===== src/rtl/htss_pkg.sv =====
// Shared types, codes and command tables for the humidity/temperature sensor sequencer.
// No dependencies; used by htss_cfg, htss_core, htss_emit and the top level.
`timescale 1ns / 1ps
package htss_pkg;

	// event codes carried by req_type
	localparam logic [1:0] REQ_MEASURE = 2'd0;
	localparam logic [1:0] REQ_INIT    = 2'd1;
	localparam logic [1:0] REQ_TICK    = 2'd2;
	localparam logic [1:0] REQ_BYTE    = 2'd3;

	// configuration register indexes
	localparam logic [1:0] REG_WAIT_MS     = 2'd0;
	localparam logic [1:0] REG_COOLDOWN_MS = 2'd1;
	localparam logic [1:0] REG_DEVICE_ADDR = 2'd2;

	localparam logic [7:0]  WAIT_MS_RST     = 8'd10;
	localparam logic [15:0] COOLDOWN_MS_RST = 16'd1000;
	localparam logic [6:0]  DEVICE_ADDR_RST = 7'h38;

	// sensor command bytes
	localparam logic [7:0] BYTE_TRIGGER  = 8'hAC;
	localparam logic [7:0] BYTE_TRIG_ARG = 8'h33;
	localparam logic [7:0] BYTE_CAL_A    = 8'hA8;
	localparam logic [7:0] BYTE_CAL_B    = 8'hBE;
	localparam logic [7:0] BYTE_CAL_ARG  = 8'h08;
	localparam logic [7:0] BYTE_ZERO     = 8'h00;

	localparam int unsigned NUM_DATA_BYTES = 5;
	localparam logic [6:0]  HUM_SCALE      = 7'd100;
	localparam logic [7:0]  TEMP_SCALE     = 8'd200;
	localparam logic [8:0]  TEMP_OFFSET    = 9'd50;

	typedef enum logic [2:0] {
		PH_IDLE,
		PH_WAIT,
		PH_STATUS,
		PH_DATA,
		PH_COOL
	} phase_t;

	typedef enum logic [2:0] {
		CMD_START_W = 3'd0,
		CMD_START_R = 3'd1,
		CMD_SEND    = 3'd2,
		CMD_RX_ACK  = 3'd3,
		CMD_RX_NAK  = 3'd4,
		CMD_STOP    = 3'd5,
		CMD_MEAS    = 3'd6
	} cmd_kind_t;

	// one burst of bus commands caused by a single request
	typedef enum logic [2:0] {
		BU_NONE,
		BU_TRIGGER,
		BU_INIT,
		BU_STATUS,
		BU_STOP,
		BU_ACK,
		BU_NAK,
		BU_FINISH
	} burst_code_t;

	typedef struct packed {
		burst_code_t code;
		logic [6:0]  hum;
		logic [8:0]  temp;
	} burst_t;

	typedef struct packed {
		logic [7:0]  wait_ms;
		logic [15:0] cooldown_ms;
		logic [6:0]  device_addr;
	} cfg_t;

	typedef struct packed {
		cmd_kind_t  kind;
		logic [7:0] data;
	} cmd_t;

	function automatic logic [3:0] burst_len(input burst_code_t code);
		case (code)
			BU_TRIGGER: burst_len = 4'd5;
			BU_INIT:    burst_len = 4'd10;
			BU_STATUS:  burst_len = 4'd2;
			BU_FINISH:  burst_len = 4'd2;
			default:    burst_len = 4'd1;
		endcase
	endfunction

	function automatic cmd_t burst_item(input burst_code_t code, input logic [3:0] idx,
			input logic [6:0] addr);
		cmd_t c;
		c.kind = CMD_STOP;
		c.data = BYTE_ZERO;
		case (code)
			BU_TRIGGER: begin
				case (idx)
					4'd0: begin c.kind = CMD_START_W; c.data = {1'b0, addr}; end
					4'd1: begin c.kind = CMD_SEND; c.data = BYTE_TRIGGER; end
					4'd2: begin c.kind = CMD_SEND; c.data = BYTE_TRIG_ARG; end
					4'd3: begin c.kind = CMD_SEND; c.data = BYTE_ZERO; end
					default: c.kind = CMD_STOP;
				endcase
			end
			BU_INIT: begin
				case (idx)
					4'd0, 4'd5: begin c.kind = CMD_START_W; c.data = {1'b0, addr}; end
					4'd1: begin c.kind = CMD_SEND; c.data = BYTE_CAL_A; end
					4'd6: begin c.kind = CMD_SEND; c.data = BYTE_CAL_B; end
					4'd7: begin c.kind = CMD_SEND; c.data = BYTE_CAL_ARG; end
					4'd2, 4'd3, 4'd8: begin c.kind = CMD_SEND; c.data = BYTE_ZERO; end
					default: c.kind = CMD_STOP;
				endcase
			end
			BU_STATUS: begin
				if (idx == 4'd0) begin
					c.kind = CMD_START_R;
					c.data = {1'b0, addr};
				end else begin
					c.kind = CMD_RX_NAK;
				end
			end
			BU_ACK:    c.kind = CMD_RX_ACK;
			BU_NAK:    c.kind = CMD_RX_NAK;
			BU_FINISH: c.kind = (idx == 4'd0) ? CMD_STOP : CMD_MEAS;
			default:   c.kind = CMD_STOP;
		endcase
		return c;
	endfunction

endpackage


===== src/rtl/htss_req_if.sv =====
// Request channel: one sensor event (request, tick or received byte).
// Depends on nothing.
`timescale 1ns / 1ps
interface htss_req_if;
	logic       valid;
	logic       ready;
	logic [1:0] req_type;
	logic [7:0] rx_byte;

	modport source(output valid, req_type, rx_byte, input ready);
	modport sink(input valid, req_type, rx_byte, output ready);
endinterface


===== src/rtl/htss_rsp_if.sv =====
// Result channel: one bus command or one measurement result.
// Depends on nothing.
`timescale 1ns / 1ps
interface htss_rsp_if;
	logic              valid;
	logic              ready;
	logic [2:0]        cmd_kind;
	logic [7:0]        cmd_byte;
	logic [6:0]        humidity_pct;
	logic signed [8:0] temperature_c;
	logic              last;

	modport source(output valid, cmd_kind, cmd_byte, humidity_pct, temperature_c, last,
		input ready);
	modport sink(input valid, cmd_kind, cmd_byte, humidity_pct, temperature_c, last,
		output ready);
endinterface


===== src/rtl/htss_cfg.sv =====
// APB register file: wait time, cooldown time, device address.
// Depends on htss_pkg.
`timescale 1ns / 1ps
module htss_cfg import htss_pkg::*; (
	input  logic        clk,
	input  logic        arst_n,
	input  logic        psel,
	input  logic        penable,
	input  logic        pwrite,
	input  logic [3:0]  paddr,
	input  logic [31:0] pwdata,
	output logic [31:0] prdata,
	output logic        pready,
	output cfg_t        cfg
);
	logic [7:0]  wait_ms_q;
	logic [15:0] cooldown_ms_q;
	logic [6:0]  device_addr_q;
	logic        wr;

	assign pready = 1'b1;
	assign wr     = psel && penable && pwrite;

	always_ff @(posedge clk or negedge arst_n) begin
		if (!arst_n) begin
			wait_ms_q     <= WAIT_MS_RST;
			cooldown_ms_q <= COOLDOWN_MS_RST;
			device_addr_q <= DEVICE_ADDR_RST;
		end else if (wr) begin
			case (paddr[3:2])
				REG_WAIT_MS:     wait_ms_q     <= pwdata[7:0];
				REG_COOLDOWN_MS: cooldown_ms_q <= pwdata[15:0];
				REG_DEVICE_ADDR: device_addr_q <= pwdata[6:0];
				default: ;
			endcase
		end
	end

	always_comb begin
		case (paddr[3:2])
			REG_WAIT_MS:     prdata = {24'd0, wait_ms_q};
			REG_COOLDOWN_MS: prdata = {16'd0, cooldown_ms_q};
			REG_DEVICE_ADDR: prdata = {25'd0, device_addr_q};
			default:         prdata = 32'd0;
		endcase
	end

	assign cfg = '{wait_ms: wait_ms_q, cooldown_ms: cooldown_ms_q, device_addr: device_addr_q};
endmodule


===== src/rtl/htss_core.sv =====
// Input register and phase sequencer: updates the measurement state and picks
// the command burst for each event. Depends on htss_pkg and htss_req_if.
`timescale 1ns / 1ps
module htss_core import htss_pkg::*; (
	input  logic        clk,
	input  logic        arst_n,
	htss_req_if.sink    req,
	input  cfg_t        cfg,
	input  logic        burst_free,
	output logic        load_valid,
	output burst_t      load_burst
);
	logic        valid_s1;
	logic [1:0]  req_type_s1;
	logic [7:0]  rx_byte_s1;

	phase_t      phase_q, phase_d;
	logic [15:0] elapsed_q, elapsed_d;
	logic [2:0]  byte_index_q, byte_index_d;
	logic [7:0]  data_q [NUM_DATA_BYTES];

	burst_code_t code;
	logic        fire;
	logic        wr_en;
	logic [2:0]  wr_idx;
	logic [2:0]  nxt_idx;
	logic [16:0] elapsed_inc;
	logic [15:0] elapsed_sat;

	logic [19:0] hraw, traw;
	logic [26:0] hprod;
	logic [27:0] tprod;
	logic [8:0]  temp;

	assign fire      = valid_s1 && ((code == BU_NONE) || burst_free);
	assign req.ready = !valid_s1 || fire;

	always_ff @(posedge clk or negedge arst_n) begin
		if (!arst_n) begin
			valid_s1 <= 1'b0;
		end else if (req.ready) begin
			valid_s1 <= req.valid;
		end
	end

	always_ff @(posedge clk) begin
		if (req.ready && req.valid) begin
			req_type_s1 <= req.req_type;
			rx_byte_s1  <= req.rx_byte;
		end
	end

	// state register
	always_ff @(posedge clk or negedge arst_n) begin
		if (!arst_n) begin
			phase_q      <= PH_IDLE;
			elapsed_q    <= 16'd0;
			byte_index_q <= 3'd0;
		end else if (fire) begin
			phase_q      <= phase_d;
			elapsed_q    <= elapsed_d;
			byte_index_q <= byte_index_d;
		end
	end

	// data byte store, no reset: the first four are read only after they are written; the fifth is taken from rx_byte_s1
	always_ff @(posedge clk) begin
		if (fire && wr_en) begin
			data_q[wr_idx] <= rx_byte_s1;
		end
	end

	assign elapsed_inc = {1'b0, elapsed_q} + 17'd1;
	assign elapsed_sat = elapsed_inc[16] ? 16'hFFFF : elapsed_inc[15:0];
	assign wr_idx      = (byte_index_q > 3'd4) ? 3'd4 : byte_index_q;
	assign nxt_idx     = wr_idx + 3'd1;

	// next state and burst selection
	always_comb begin
		phase_d      = phase_q;
		elapsed_d    = elapsed_q;
		byte_index_d = byte_index_q;
		code         = BU_NONE;
		wr_en        = 1'b0;
		case (req_type_s1)
			REQ_MEASURE: begin
				if (phase_q == PH_IDLE) begin
					code      = BU_TRIGGER;
					elapsed_d = 16'd0;
					phase_d   = PH_WAIT;
				end
			end
			REQ_INIT: begin
				if (phase_q == PH_IDLE) begin
					code = BU_INIT;
				end
			end
			REQ_TICK: begin
				if (phase_q == PH_WAIT) begin
					elapsed_d = elapsed_sat;
					if (elapsed_inc > {9'd0, cfg.wait_ms}) begin
						code    = BU_STATUS;
						phase_d = PH_STATUS;
					end
				end else if (phase_q == PH_COOL) begin
					elapsed_d = elapsed_sat;
					if (elapsed_inc > {1'b0, cfg.cooldown_ms}) begin
						phase_d   = PH_IDLE;
						elapsed_d = 16'd0;
					end
				end
			end
			REQ_BYTE: begin
				if (phase_q == PH_STATUS) begin
					if (rx_byte_s1[7]) begin
						// sensor busy: close the read, retry on a later tick
						code    = BU_STOP;
						phase_d = PH_WAIT;
					end else begin
						code         = BU_ACK;
						byte_index_d = 3'd0;
						phase_d      = PH_DATA;
					end
				end else if (phase_q == PH_DATA) begin
					wr_en        = 1'b1;
					byte_index_d = nxt_idx;
					if (nxt_idx < 3'd4) begin
						code = BU_ACK;
					end else if (nxt_idx == 3'd4) begin
						code = BU_NAK;
					end else begin
						code         = BU_FINISH;
						byte_index_d = 3'd0;
						elapsed_d    = 16'd0;
						phase_d      = PH_COOL;
					end
				end
			end
			default: ;
		endcase
	end

	// unpack: last byte is the one arriving now
	assign hraw  = {data_q[0], data_q[1], data_q[2][7:4]};
	assign traw  = {data_q[2][3:0], data_q[3], rx_byte_s1};
	assign hprod = 27'(hraw) * 27'(HUM_SCALE);
	assign tprod = 28'(traw) * 28'(TEMP_SCALE);
	assign temp  = {1'b0, tprod[27:20]} - TEMP_OFFSET;

	assign load_valid = fire && (code != BU_NONE);
	assign load_burst = '{code: code, hum: hprod[26:20], temp: temp};
endmodule


===== src/rtl/htss_emit.sv =====
// Burst expander and output register: plays out one command per cycle while rsp is ready.
// Depends on htss_pkg and htss_rsp_if.
`timescale 1ns / 1ps
module htss_emit import htss_pkg::*; (
	input  logic        clk,
	input  logic        arst_n,
	input  logic        load_valid,
	input  burst_t      load_burst,
	input  logic [6:0]  device_addr,
	output logic        burst_free,
	htss_rsp_if.source  rsp
);
	logic       burst_valid_q;
	burst_t     burst_q;
	logic [3:0] idx_q;
	logic       out_valid_q;
	logic [2:0] kind_q;
	logic [7:0] byte_q;
	logic [6:0] hum_q;
	logic [8:0] temp_q;
	logic       last_q;

	cmd_t       cur;
	logic       last_of;
	logic       move;
	logic       is_meas;

	assign cur     = burst_item(burst_q.code, idx_q, device_addr);
	assign last_of = (idx_q == (burst_len(burst_q.code) - 4'd1));
	assign move    = burst_valid_q && (!out_valid_q || rsp.ready);
	assign is_meas = (cur.kind == CMD_MEAS);

	assign burst_free = !burst_valid_q || (move && last_of);

	always_ff @(posedge clk or negedge arst_n) begin
		if (!arst_n) begin
			burst_valid_q <= 1'b0;
			idx_q         <= 4'd0;
		end else if (load_valid && burst_free) begin
			burst_valid_q <= 1'b1;
			idx_q         <= 4'd0;
		end else if (move) begin
			if (last_of) begin
				burst_valid_q <= 1'b0;
			end else begin
				idx_q <= idx_q + 4'd1;
			end
		end
	end

	always_ff @(posedge clk) begin
		if (load_valid && burst_free) begin
			burst_q <= load_burst;
		end
	end

	always_ff @(posedge clk or negedge arst_n) begin
		if (!arst_n) begin
			out_valid_q <= 1'b0;
		end else if (move) begin
			out_valid_q <= 1'b1;
		end else if (rsp.ready) begin
			out_valid_q <= 1'b0;
		end
	end

	always_ff @(posedge clk) begin
		if (move) begin
			kind_q <= cur.kind;
			byte_q <= cur.data;
			hum_q  <= is_meas ? burst_q.hum : 7'd0;
			temp_q <= is_meas ? burst_q.temp : 9'd0;
			last_q <= last_of;
		end
	end

	assign rsp.valid         = out_valid_q;
	assign rsp.cmd_kind      = kind_q;
	assign rsp.cmd_byte      = byte_q;
	assign rsp.humidity_pct  = hum_q;
	assign rsp.temperature_c = $signed(temp_q);
	assign rsp.last          = last_q;
endmodule


===== src/rtl/humidity_temperature_sensor_sequencer.sv =====
// Humidity/temperature sensor sequencer, top level.
// Path: a request passes the input register, the burst register and the output register to rsp.
// Throughput: one request a cycle while each causes at most one command and rsp is ready;
//   a request that causes N commands (up to 10, calibration) holds the burst stage until all have moved on.
// Reset: arst_n clears phase, counters, handshakes and loads register defaults;
//   the five data byte registers are not reset.
`timescale 1ns / 1ps
module humidity_temperature_sensor_sequencer import htss_pkg::*; (
	input  logic        clk,
	input  logic        arst_n,
	htss_req_if.sink    req,
	htss_rsp_if.source  rsp,
	input  logic        psel,
	input  logic        penable,
	input  logic        pwrite,
	input  logic [3:0]  paddr,
	input  logic [31:0] pwdata,
	output logic [31:0] prdata,
	output logic        pready
);
	// configuration; the user must write it only while the sequencer is idle, the block does not enforce this
	cfg_t   cfg;
	// handoff of one command burst from the sequencer to the expander
	logic   burst_free;
	logic   load_valid;
	burst_t load_burst;

	htss_cfg u_cfg (
		.clk     (clk),
		.arst_n  (arst_n),
		.psel    (psel),
		.penable (penable),
		.pwrite  (pwrite),
		.paddr   (paddr),
		.pwdata  (pwdata),
		.prdata  (prdata),
		.pready  (pready),
		.cfg     (cfg)
	);

	// request register, phase machine, byte store and the unpack multipliers
	htss_core u_core (
		.clk        (clk),
		.arst_n     (arst_n),
		.req        (req),
		.cfg        (cfg),
		.burst_free (burst_free),
		.load_valid (load_valid),
		.load_burst (load_burst)
	);

	// expands a burst into bus commands, behind an output register so that a
	// new request is taken while a finished command waits on rsp
	htss_emit u_emit (
		.clk         (clk),
		.arst_n      (arst_n),
		.load_valid  (load_valid),
		.load_burst  (load_burst),
		.device_addr (cfg.device_addr),
		.burst_free  (burst_free),
		.rsp         (rsp)
	);
endmodule

===== src/flat_wrapper.sv =====
// flat-port wrapper written by rule: the top's interface ports become plain ports
module humidity_temperature_sensor_sequencer_flat import htss_pkg::*;
  (clk, arst_n, psel, penable, pwrite, paddr, pwdata, prdata, pready, req_valid, req_req_type, req_rx_byte, req_ready, rsp_valid, rsp_cmd_kind, rsp_cmd_byte, rsp_humidity_pct, rsp_temperature_c, rsp_last, rsp_ready);
  htss_req_if req_i ();
  htss_rsp_if rsp_i ();
  input  logic clk;
  input  logic arst_n;
  input  logic psel;
  input  logic penable;
  input  logic pwrite;
  input  logic [3:0] paddr;
  input  logic [31:0] pwdata;
  output logic [31:0] prdata;
  output logic pready;
  input wire logic [$bits(req_i.valid)-1:0] req_valid;
  input wire logic [$bits(req_i.req_type)-1:0] req_req_type;
  input wire logic [$bits(req_i.rx_byte)-1:0] req_rx_byte;
  output wire logic [$bits(req_i.ready)-1:0] req_ready;
  output wire logic [$bits(rsp_i.valid)-1:0] rsp_valid;
  output wire logic [$bits(rsp_i.cmd_kind)-1:0] rsp_cmd_kind;
  output wire logic [$bits(rsp_i.cmd_byte)-1:0] rsp_cmd_byte;
  output wire logic [$bits(rsp_i.humidity_pct)-1:0] rsp_humidity_pct;
  output wire logic [$bits(rsp_i.temperature_c)-1:0] rsp_temperature_c;
  output wire logic [$bits(rsp_i.last)-1:0] rsp_last;
  input wire logic [$bits(rsp_i.ready)-1:0] rsp_ready;
  assign req_i.valid = req_valid;
  assign req_i.req_type = req_req_type;
  assign req_i.rx_byte = req_rx_byte;
  assign req_ready = req_i.ready;
  assign rsp_valid = rsp_i.valid;
  assign rsp_cmd_kind = rsp_i.cmd_kind;
  assign rsp_cmd_byte = rsp_i.cmd_byte;
  assign rsp_humidity_pct = rsp_i.humidity_pct;
  assign rsp_temperature_c = rsp_i.temperature_c;
  assign rsp_last = rsp_i.last;
  assign rsp_i.ready = rsp_ready;
  humidity_temperature_sensor_sequencer u_core (.clk(clk), .arst_n(arst_n), .req(req_i), .rsp(rsp_i), .psel(psel), .penable(penable), .pwrite(pwrite), .paddr(paddr), .pwdata(pwdata), .prdata(prdata), .pready(pready));
endmodule

===== config.mk =====
export PLATFORM = sky130hd
export DESIGN_NAME = humidity_temperature_sensor_sequencer_flat
export DESIGN_NICKNAME = d
export VERILOG_FILES = /design/src/rtl/htss_pkg.sv /design/src/rtl/htss_req_if.sv /design/src/rtl/htss_rsp_if.sv /design/src/rtl/htss_cfg.sv /design/src/rtl/htss_core.sv /design/src/rtl/htss_emit.sv /design/src/rtl/humidity_temperature_sensor_sequencer.sv /design/src/flat_wrapper.sv
export SDC_FILE = /design/constraint.sdc
export NUM_CORES = 1
export LEC_CHECK = 0
export ABC_AREA = 1
export BUFFER_PORTS_ARGS = -buffer_cell sky130_fd_sc_hd__buf_2
export CAP_MARGIN = 20
export CORE_MARGIN = 2
export CORE_UTILIZATION = 54
export DETAILED_ROUTE_END_ITERATION = 10
export PLACE_DENSITY = 0.74
export SYNTH_ARGS = -nofsm -noshare
export SYNTH_HDL_FRONTEND = slang
export SYNTH_SLANG_ARGS = --single-unit

===== constraint.sdc =====
create_clock -name clk -period 4.3 [get_ports clk]
set_input_delay 0.215 -clock clk [delete_from_list [all_inputs] [get_ports clk]]
set_output_delay 0.215 -clock clk [all_outputs]
set_load 0.02 [all_outputs]

==> implementation parameters, run 1 <==
Parameter                              Value

Global route
  Aggregate global routing overflow ... 0
  Via count of the first global-routing pass ... 8,396
  Largest net degree at the start of global routing ... 61
  Initial antenna violation count ... 0
  Global-route wire length before repair ... 38.8 mm
  Total GRT Usage ... 0.218

Clocking
  Maximum buffer depth of the clock tree ... 2
  Clock insertion delay at the later pin of the skew report ... 430 ps
  Buffer type at the clock tree root ... sky130_fd_sc_hd__clkbuf_16
  Num CTS Buffers ... 17
  Number of hold-repair buffers added at the cts stage ... 11
  Post-CTS Resized ... 0
  Clk sink count ... 149
  H-Tree Depth ... 4
  Clock-pin slew on the worst setup and hold paths ... 70 ps
  Post-CTS Setup Repair Bufs ... 0
  Clock tree from TritonCTS ... done

Routing
  Drt first pass iters ... 5
  # DRC ... 0
  Initial DRC Count ... 520
  Average wire per standard cell ... 13.4 um
  Via density per instance ... 5.07
  Count of vias placed by the detailed router ... 8,704
  Final WL ... 22.9 mm
  Antenna Violating Nets Remaining ... 0

Setup path
  Startpoint types ... register
  R2r endpoint ... u_core.u_emit.burst_q[7]$_DFFE_PP_
  Data arrival, critical path ... 3990 ps
  CP endpoint kind ... register
  Number of cells on the worst reg-to-reg path ... 17
  Maximum fanout along the worst path ... 7
  Critical path class ... register to register
  Endpoint required time on the critical path ... 4490 ps
  Worst setup path end ... u_core.u_emit.burst_q[7]$_DFFE_PP_
  Worst-case register-to-register setup slack ... 500 ps
  Crit. Startpoint ... u_core.u_core.rx_byte_s1[6]$_DFFE_PP_
  Reg2Reg Launch Point ... u_core.u_core.rx_byte_s1[6]$_DFFE_PP_

Synth
  Post-synth EDFFs ... 89
  Top cells by instance count after synthesis ... sky130_fd_sc_hd__inv_1 (288), sky130_fd_sc_hd__nand2_1 (239), sky130_fd_sc_hd__ha_1 (159)
  Area of the mapped netlist ... 11,200 um^2
  Avg Synthesized Cell Area ... 8.44 um^2
  Primary FF master, synth ... sky130_fd_sc_hd__edfxtp_1
  Fraction of the yosys area taken by sequential cells ... 0.372
  Cell count after synthesis ... 1,332
  Synthesized flop and latch total ... 149
  Cell type with the largest total area after synthesis ... sky130_fd_sc_hd__edfxtp_1
  Top cells by area in the synthesized netlist ... sky130_fd_sc_hd__edfxtp_1 (24%), sky130_fd_sc_hd__ha_1 (18%), sky130_fd_sc_hd__dfrtp_1 (11%), sky130_fd_sc_hd__inv_1 (9.6%), sky130_fd_sc_hd__nand2_1 (8.0%)
  Yosys cell types ... 47
  Yosys top cell area share ... 0.238
  Share of synthesized registers carrying an async set or reset ... 0.403
  Library cell with the highest instance count after synthesis ... sky130_fd_sc_hd__inv_1
  Yosys warnings ... 0

Layout
  Layout cell share with drive strength beyond 1 ... 0.106
  Number of nets in the layout ... 1,674
  Layout Cells excl Fill ... 1,717
  Inserted Diodes ... 0
  # fillers ... 1,675
  Layout area overhead ... 12.5%

Placement
  Number of buffers added on ports ... 80
  Number of instances in the placed design ... 1,674
  HPWL after detailed placement ... 17.7 mm
  GPL Wtd Cong ... 0.897

STA
  Slew HR ... 0.296
  Final Slew Violations ... 0
  Sum of negative setup slack ... 0 ps
  Final critical delay including setup and external delays ... 3800 ps
  Achievable clock frequency ... 263 MHz
  Final setup violation count ... 0
  Final hold vios ... 0
  Worst clock skew on the final layout ... 17.1 ps
  Worst Tran Pin Value ... 1060 ps
  Unrepaired setup endpoints after global routing ... no
  Final cycle utilization of the critical path ... 0.884

Status
  Result of the run ... finished clean

Pwr
  Maximum vdd drop ... 0.331 mV
  Power density of the placed cells ... 420 nW/um^2
  Lkg Pwr ... 6.70 nW

Floorplan
  Die footprint ... 22,000 um^2
  Placeable core region ... 20,400 um^2
  Number of rows created at floorplan ... 52
  Starting density of the core ... 0.552
  Die width ... 148 um
  Die Y ... 148 um
  Count of boundary I/O pins ... 116

Job
  Max-cap violation count ... 0

Worst hold path
  Type of the most critical hold path ... input pin to register
[through the flow]
| step | power [mW] | setup slack (ps) | utilization | instance area [um^2] | hold WS, ps |
|---|---|---|---|---|---|
| 6_report | 5.32 | 498 | 0.622 | 12700 | 9.67 |
| 5_1_grt | 5.68 | 212 | 0.622 | 12700 | 29.7 |
| 3_5_place_dp | 3.74 | 512 | 0.585 | 11900 | 394 |
| 3_3_place_gp | 3.70 | 525 | 0.585 | 11900 | 393 |
| 2_1_floorplan | 3.29 | 760 | - | 11300 | -80.6 |
| 4_1_cts | 5.35 | 490 | 0.622 | 12700 | 1.40 |
[flip-flops by register name, indices dropped and copies added (netlist names), 4 cells and up]
name                             flops
u_core.u_emit.idx_q                  4
u_core.u_core.data_q                32
u_core.u_emit.rsp.temperature_c      9
u_core.u_core.elapsed_q             16
u_core.u_cfg.wait_ms_q               8
u_core.u_cfg.device_addr_q           7
u_core.u_emit.rsp.cmd_byte           8
u_core.u_core.rx_byte_s1             8
u_core.u_emit.rsp.humidity_pct       7
u_core.u_cfg.cooldown_ms_q          16
u_core.u_emit.burst_q               19
[cell type report]
type	count	area [um^2]	share of cell area
Clock inverter	13	176	0.0139
Inverter	288	1080	0.0854
Multi-Input combinational cell	876	5830	0.460
Timing Repair Buffer	102	593	0.0468
Clock buffer	19	454	0.0359
Tap cell	270	338	0.0267
Sequential cell	149	4190	0.331
[logic make-up (layout without fill, tap and decap cells)]
family,after synthesis,in the layout,share of synthesized area
flops,149,149,0.372
buf+inv,322,422,0.115
other cells,2,17,0.000668
compound gates,155,155,0.0772
fa+ha+maj,187,187,0.227
simple gates,492,492,0.189
xor+xnor,25,25,0.0195
[critical path: stages (launching register included)]
cell and delay, ps:
sky130_fd_sc_hd__edfxtp_1 540, sky130_fd_sc_hd__ha_1 360, sky130_fd_sc_hd__ha_1 280, sky130_fd_sc_hd__inv_1 50, sky130_fd_sc_hd__fa_1 500, sky130_fd_sc_hd__inv_1 40
sky130_fd_sc_hd__ha_1 340, sky130_fd_sc_hd__nand2_1 70, sky130_fd_sc_hd__o21ai_0 170, sky130_fd_sc_hd__nor2_1 70, sky130_fd_sc_hd__o21ai_0 330, sky130_fd_sc_hd__xor2_1 210
sky130_fd_sc_hd__inv_1 80, sky130_fd_sc_hd__ha_1 200, sky130_fd_sc_hd__nand2_1 90, sky130_fd_sc_hd__nand3_1 90, sky130_fd_sc_hd__nand3_1 90, sky130_fd_sc_hd__nand2_1 50
[power by group]
group / leakage [nW] / internal (mW) / switching [mW] / total, mW
Sequential: 1.59 / 1.88 / 0.205 / 2.08
Combinational: 4.80 / 0.541 / 1.11 / 1.65
Clock: 0.311 / 0.923 / 0.659 / 1.58
Total: 6.70 / 3.34 / 1.98 / 5.32
[worst min-delay path by stage]
stage                    start                                        end  slack, ps  cells past startpoint
6_report             req_valid         u_core.u_core.valid_s1$_DFFE_PN0P_         10                      3
5_1_grt              req_valid         u_core.u_core.valid_s1$_DFFE_PN0P_         30                      3
4_1_cts              req_valid         u_core.u_core.valid_s1$_DFFE_PN0P_          1                      3
3_5_place_dp    req_rx_byte[7]      u_core.u_core.rx_byte_s1[7]$_DFFE_PP_        390                      1
3_3_place_gp   req_req_type[0]     u_core.u_core.req_type_s1[0]$_DFFE_PP_        390                      1
2_1_floorplan           arst_n  u_core.u_cfg.cooldown_ms_q[0]$_DFFE_PN0P_        -80                      0
[layer usage]
layer / vias to the layer above / track usage / routed length, um
li1: 4470 / - / -
met1: 4030 / 0.308 / 11100
met2: 181 / 0.356 / 10700
met3: 23 / 0.0304 / 815
met4: 0 / 0.0610 / 280
met5: - / 0 / 0
[placed cells by master (no fill, tap or decap), types with 3 or more instances in the layout]
master / n
sky130_fd_sc_hd__fa_1: 28
sky130_fd_sc_hd__nand4_1: 41
sky130_fd_sc_hd__a21o_1: 9
sky130_fd_sc_hd__dfstp_2: 11
sky130_fd_sc_hd__o211ai_1: 8
sky130_fd_sc_hd__dfrtp_1: 49
sky130_fd_sc_hd__nor2_1: 139
sky130_fd_sc_hd__dlygate4sd3_1: 11
sky130_fd_sc_hd__nand3_1: 35
sky130_fd_sc_hd__inv_6: 4
sky130_fd_sc_hd__nor3_1: 8
sky130_fd_sc_hd__buf_4: 11
sky130_fd_sc_hd__xnor2_1: 4
sky130_fd_sc_hd__nand3b_1: 3
sky130_fd_sc_hd__nor2_2: 5
sky130_fd_sc_hd__nand2_2: 5
sky130_fd_sc_hd__conb_1: 17
sky130_fd_sc_hd__inv_1: 288
sky130_fd_sc_hd__nor2_4: 3
sky130_fd_sc_hd__o221ai_1: 3
sky130_fd_sc_hd__o21bai_1: 3
sky130_fd_sc_hd__nor4_1: 4
sky130_fd_sc_hd__edfxtp_1: 89
sky130_fd_sc_hd__inv_8: 5
sky130_fd_sc_hd__buf_2: 80
sky130_fd_sc_hd__ha_1: 159
sky130_fd_sc_hd__o21ai_0: 53
sky130_fd_sc_hd__nand2_1: 239
sky130_fd_sc_hd__xor2_1: 21
sky130_fd_sc_hd__a21oi_1: 65
sky130_fd_sc_hd__clkbuf_16: 18
No activity file was read; power rests on OpenSTA's default activity.
==> run 2: changes to the inputs <==
CORE_MARGIN = default   (was 2)
==> run 2 against run 1 <==
Effect of this change:
- sequential share of layout area is 0.095 points higher
- critical path depth is the same
- clock skew shrank 3.4 ps
- global-route usage up 0.68 points
- via count up 0.14%
- largest power group unchanged
- combinational power hardly changed
- count of clock-buffer cells in the layout did not move
- cell count down 0.12%
- flip-flop and latch count did not move
- critical path type unchanged
- worst hold slack gained 0.53 ps
- die area is 2.7% lower
==> implementation parameters, run 2 (synthesis gave the netlist of run 1 again) <==
Parameter                              Value

STA
  Achievable clock frequency ... 258 MHz
  Final cycle utilization of the critical path ... 0.903
  Worst clock skew on the final layout ... 13.7 ps
  Final critical delay including setup and external delays ... 3880 ps
  Worst Tran Pin Value ... 998 ps
  Unrepaired setup endpoints after global routing ... no
  Final Slew Violations ... 0
  Final setup violation count ... 0
  Final hold vios ... 0
  Slew HR ... 0.335
  Sum of negative setup slack ... 0 ps

Layout
  Inserted Diodes ... 0
  Number of flip-flops in the largest register ... 32
  Leading registers by flop count ... u_core.u_core.data_q x32, u_core.u_emit.burst_q x19
  Most common cell after layout, fill and taps aside ... sky130_fd_sc_hd__inv_1
  Total non-filler cell area in the finished layout ... 12,600 um^2
  Layout cell share with drive strength beyond 1 ... 0.105
  Reg with most FFs ... u_core.u_core.data_q
  Most used cells in the layout excluding fill and tap cells ... sky130_fd_sc_hd__inv_1 (288), sky130_fd_sc_hd__nand2_1 (239), sky130_fd_sc_hd__ha_1 (159)
  Layout area overhead ... 12.2%
  Layout Cells excl Fill ... 1,715
  Number of nets in the layout ... 1,672
  # fillers ... 1,729

Floorplan
  Number of rows created at floorplan ... 52
  Placeable core region ... 20,300 um^2
  Die footprint ... 21,400 um^2
  Die Y ... 146 um
  Count of boundary I/O pins ... 116
  Starting density of the core ... 0.554
  Die width ... 146 um

Setup path
  Highest-delay cell along the critical path ... sky130_fd_sc_hd__edfxtp_1
  Worst-path cell chain ... ha_1, ha_1, inv_1, fa_1, inv_1, ha_1, a21oi_1, o21ai_0, nor2_1, o21ai_0, xor2_1, inv_1, ha_1, nand2_1, nand3_1, nand3_1, nand2_1
  Data arrival, critical path ... 4060 ps
  Endpoint required time on the critical path ... 4480 ps
  Maximum fanout along the worst path ... 7
  Startpoint types ... register
  Cell repeated most along the worst path ... sky130_fd_sc_hd__ha_1
  CP peak stage delay ... 570 ps
  CP endpoint kind ... register
  Critical path class ... register to register

Pwr
  Design Power ... 5.25 mW
  Switching Share ... 0.375
  Cell internal power dissipation ... 3.28 mW
  Maximum vdd drop ... 0.334 mV
  Clock share of power ... 0.290
  Gate power share ... 0.314
  Sequential share of power ... 0.396
  Lkg Pwr ... 6.67 nW
  Net load switching power ... 1.97 mW
  Power density of the placed cells ... 416 nW/um^2

Placement
  Placed Instance Area ... 11,900 um^2
  Number of buffers added on ports ... 80
  GPL Wtd Cong ... 0.874
  HPWL after detailed placement ... 17.4 mm
  Number of instances in the placed design ... 1,672

Global route
  Largest net degree at the start of global routing ... 61
  Total GRT Usage ... 0.225
  Global-route wire length before repair ... 39.1 mm
  Initial antenna violation count ... 0
  Aggregate global routing overflow ... 0
  Via count of the first global-routing pass ... 8,373

Clocking
  Buffer type at the clock tree root ... sky130_fd_sc_hd__clkbuf_16
  Post-CTS Setup Repair Bufs ... 0
  Clk sink count ... 149
  Clock tree from TritonCTS ... done
  Clock-pin slew on the worst setup and hold paths ... 70 ps
  Maximum buffer depth of the clock tree ... 2
  Clock insertion delay at the later pin of the skew report ... 430 ps
  H-Tree Depth ... 4
  Number of hold-repair buffers added at the cts stage ... 11
  Num CTS Buffers ... 17
  Post-CTS Resized ... 0

Routing
  Via density per instance ... 5.08
  Final WL ... 22.4 mm
  Drt first pass iters ... 5
  Count of vias placed by the detailed router ... 8,716
  Initial DRC Count ... 498
  Average wire per standard cell ... 13.1 um
  # DRC ... 0
  Antenna Violating Nets Remaining ... 0

Job
  Max-cap violation count ... 0

Status
  Result of the run ... finished clean

Worst hold path
  Type of the most critical hold path ... input pin to register
run 2: cell types whose count changed in the layout (fill, tap and decap cells not counted), sizes merged:
cell,before,now
buf,91,89
inv,297,296
bufinv,2,1
clkinvlp,0,2
run 2: final timing paths:
kind | depth (start not counted) | endpoint | slack (ps) | start
max in group asynchronous | 3 | u_core.u_core.elapsed_q[3]$_DFFE_PN0P_ | 3310 | arst_n
min | 3 | u_core.u_core.valid_s1$_DFFE_PN0P_ | 10 | req_valid
min reg2reg | 2 | u_core.u_cfg.device_addr_q[6]$_DFFE_PN0P_ | 490 | u_core.u_cfg.device_addr_q[6]$_DFFE_PN0P_
max | 17 | u_core.u_emit.burst_q[7]$_DFFE_PP_ | 420 | u_core.u_core.rx_byte_s1[4]$_DFFE_PP_
max reg2reg | 17 | u_core.u_emit.burst_q[7]$_DFFE_PP_ | 420 | u_core.u_core.rx_byte_s1[4]$_DFFE_PP_
min in group asynchronous | 3 | u_core.u_cfg.device_addr_q[6]$_DFFE_PN0P_ | 490 | arst_n
run 2: routing by layer:
metal,track usage,wire length [um],vias up
li1,-,-,4466
met1,0.316,11000,4043
met2,0.372,10400,187
met3,0.0275,823,20
met4,0.0552,216,0
met5,0,0,-
run 2: metrics by stage:
stage,setup slack (ps),hold WS [ps],utilization
final,418,10.2,0.622
after global routing,147,36.5,0.622
after CTS,414,1.51,0.622
after floorplan,760,-80.6,-
after detailed placement,473,393,0.586
after global placement,502,392,0.586
run 2: layout make-up:
| type | instances | area [um^2] | share of cell area |
|---|---|---|---|
| clock inverters | 13 | 155 | 0.0123 |
| repair buffers | 100 | 578 | 0.0458 |
| well taps | 270 | 338 | 0.0268 |
| inverters | 288 | 1080 | 0.0856 |
| multi-input cells | 876 | 5830 | 0.462 |
| flip-flops and latches | 149 | 4190 | 0.332 |
| clock buffers | 19 | 454 | 0.0360 |
run 2: worst max-delay path, delay by kind of cell (launching register included):
| family | cells | cell delay (ps) |
|---|---|---|
| DFF | 1 | 570 |
| buffers and inverters | 3 | 180 |
| AOI/OAI and AO/OA | 3 | 510 |
| adders and majority gates | 5 | 1660 |
| xor gates and xnor gates | 1 | 240 |
| and+or+nand+nor | 5 | 460 |
run 2: power groups by stage:
stage / sequential (mW) / clock (mW) / combinational, mW
after CTS: 2.08 / 1.54 / 1.66
after detailed placement: 2.10 / 0 / 1.64
after global placement: 2.10 / 0 / 1.60
after global routing: 2.11 / 1.60 / 1.90
final: 2.08 / 1.52 / 1.65
after floorplan: 2.17 / 0 / 1.12
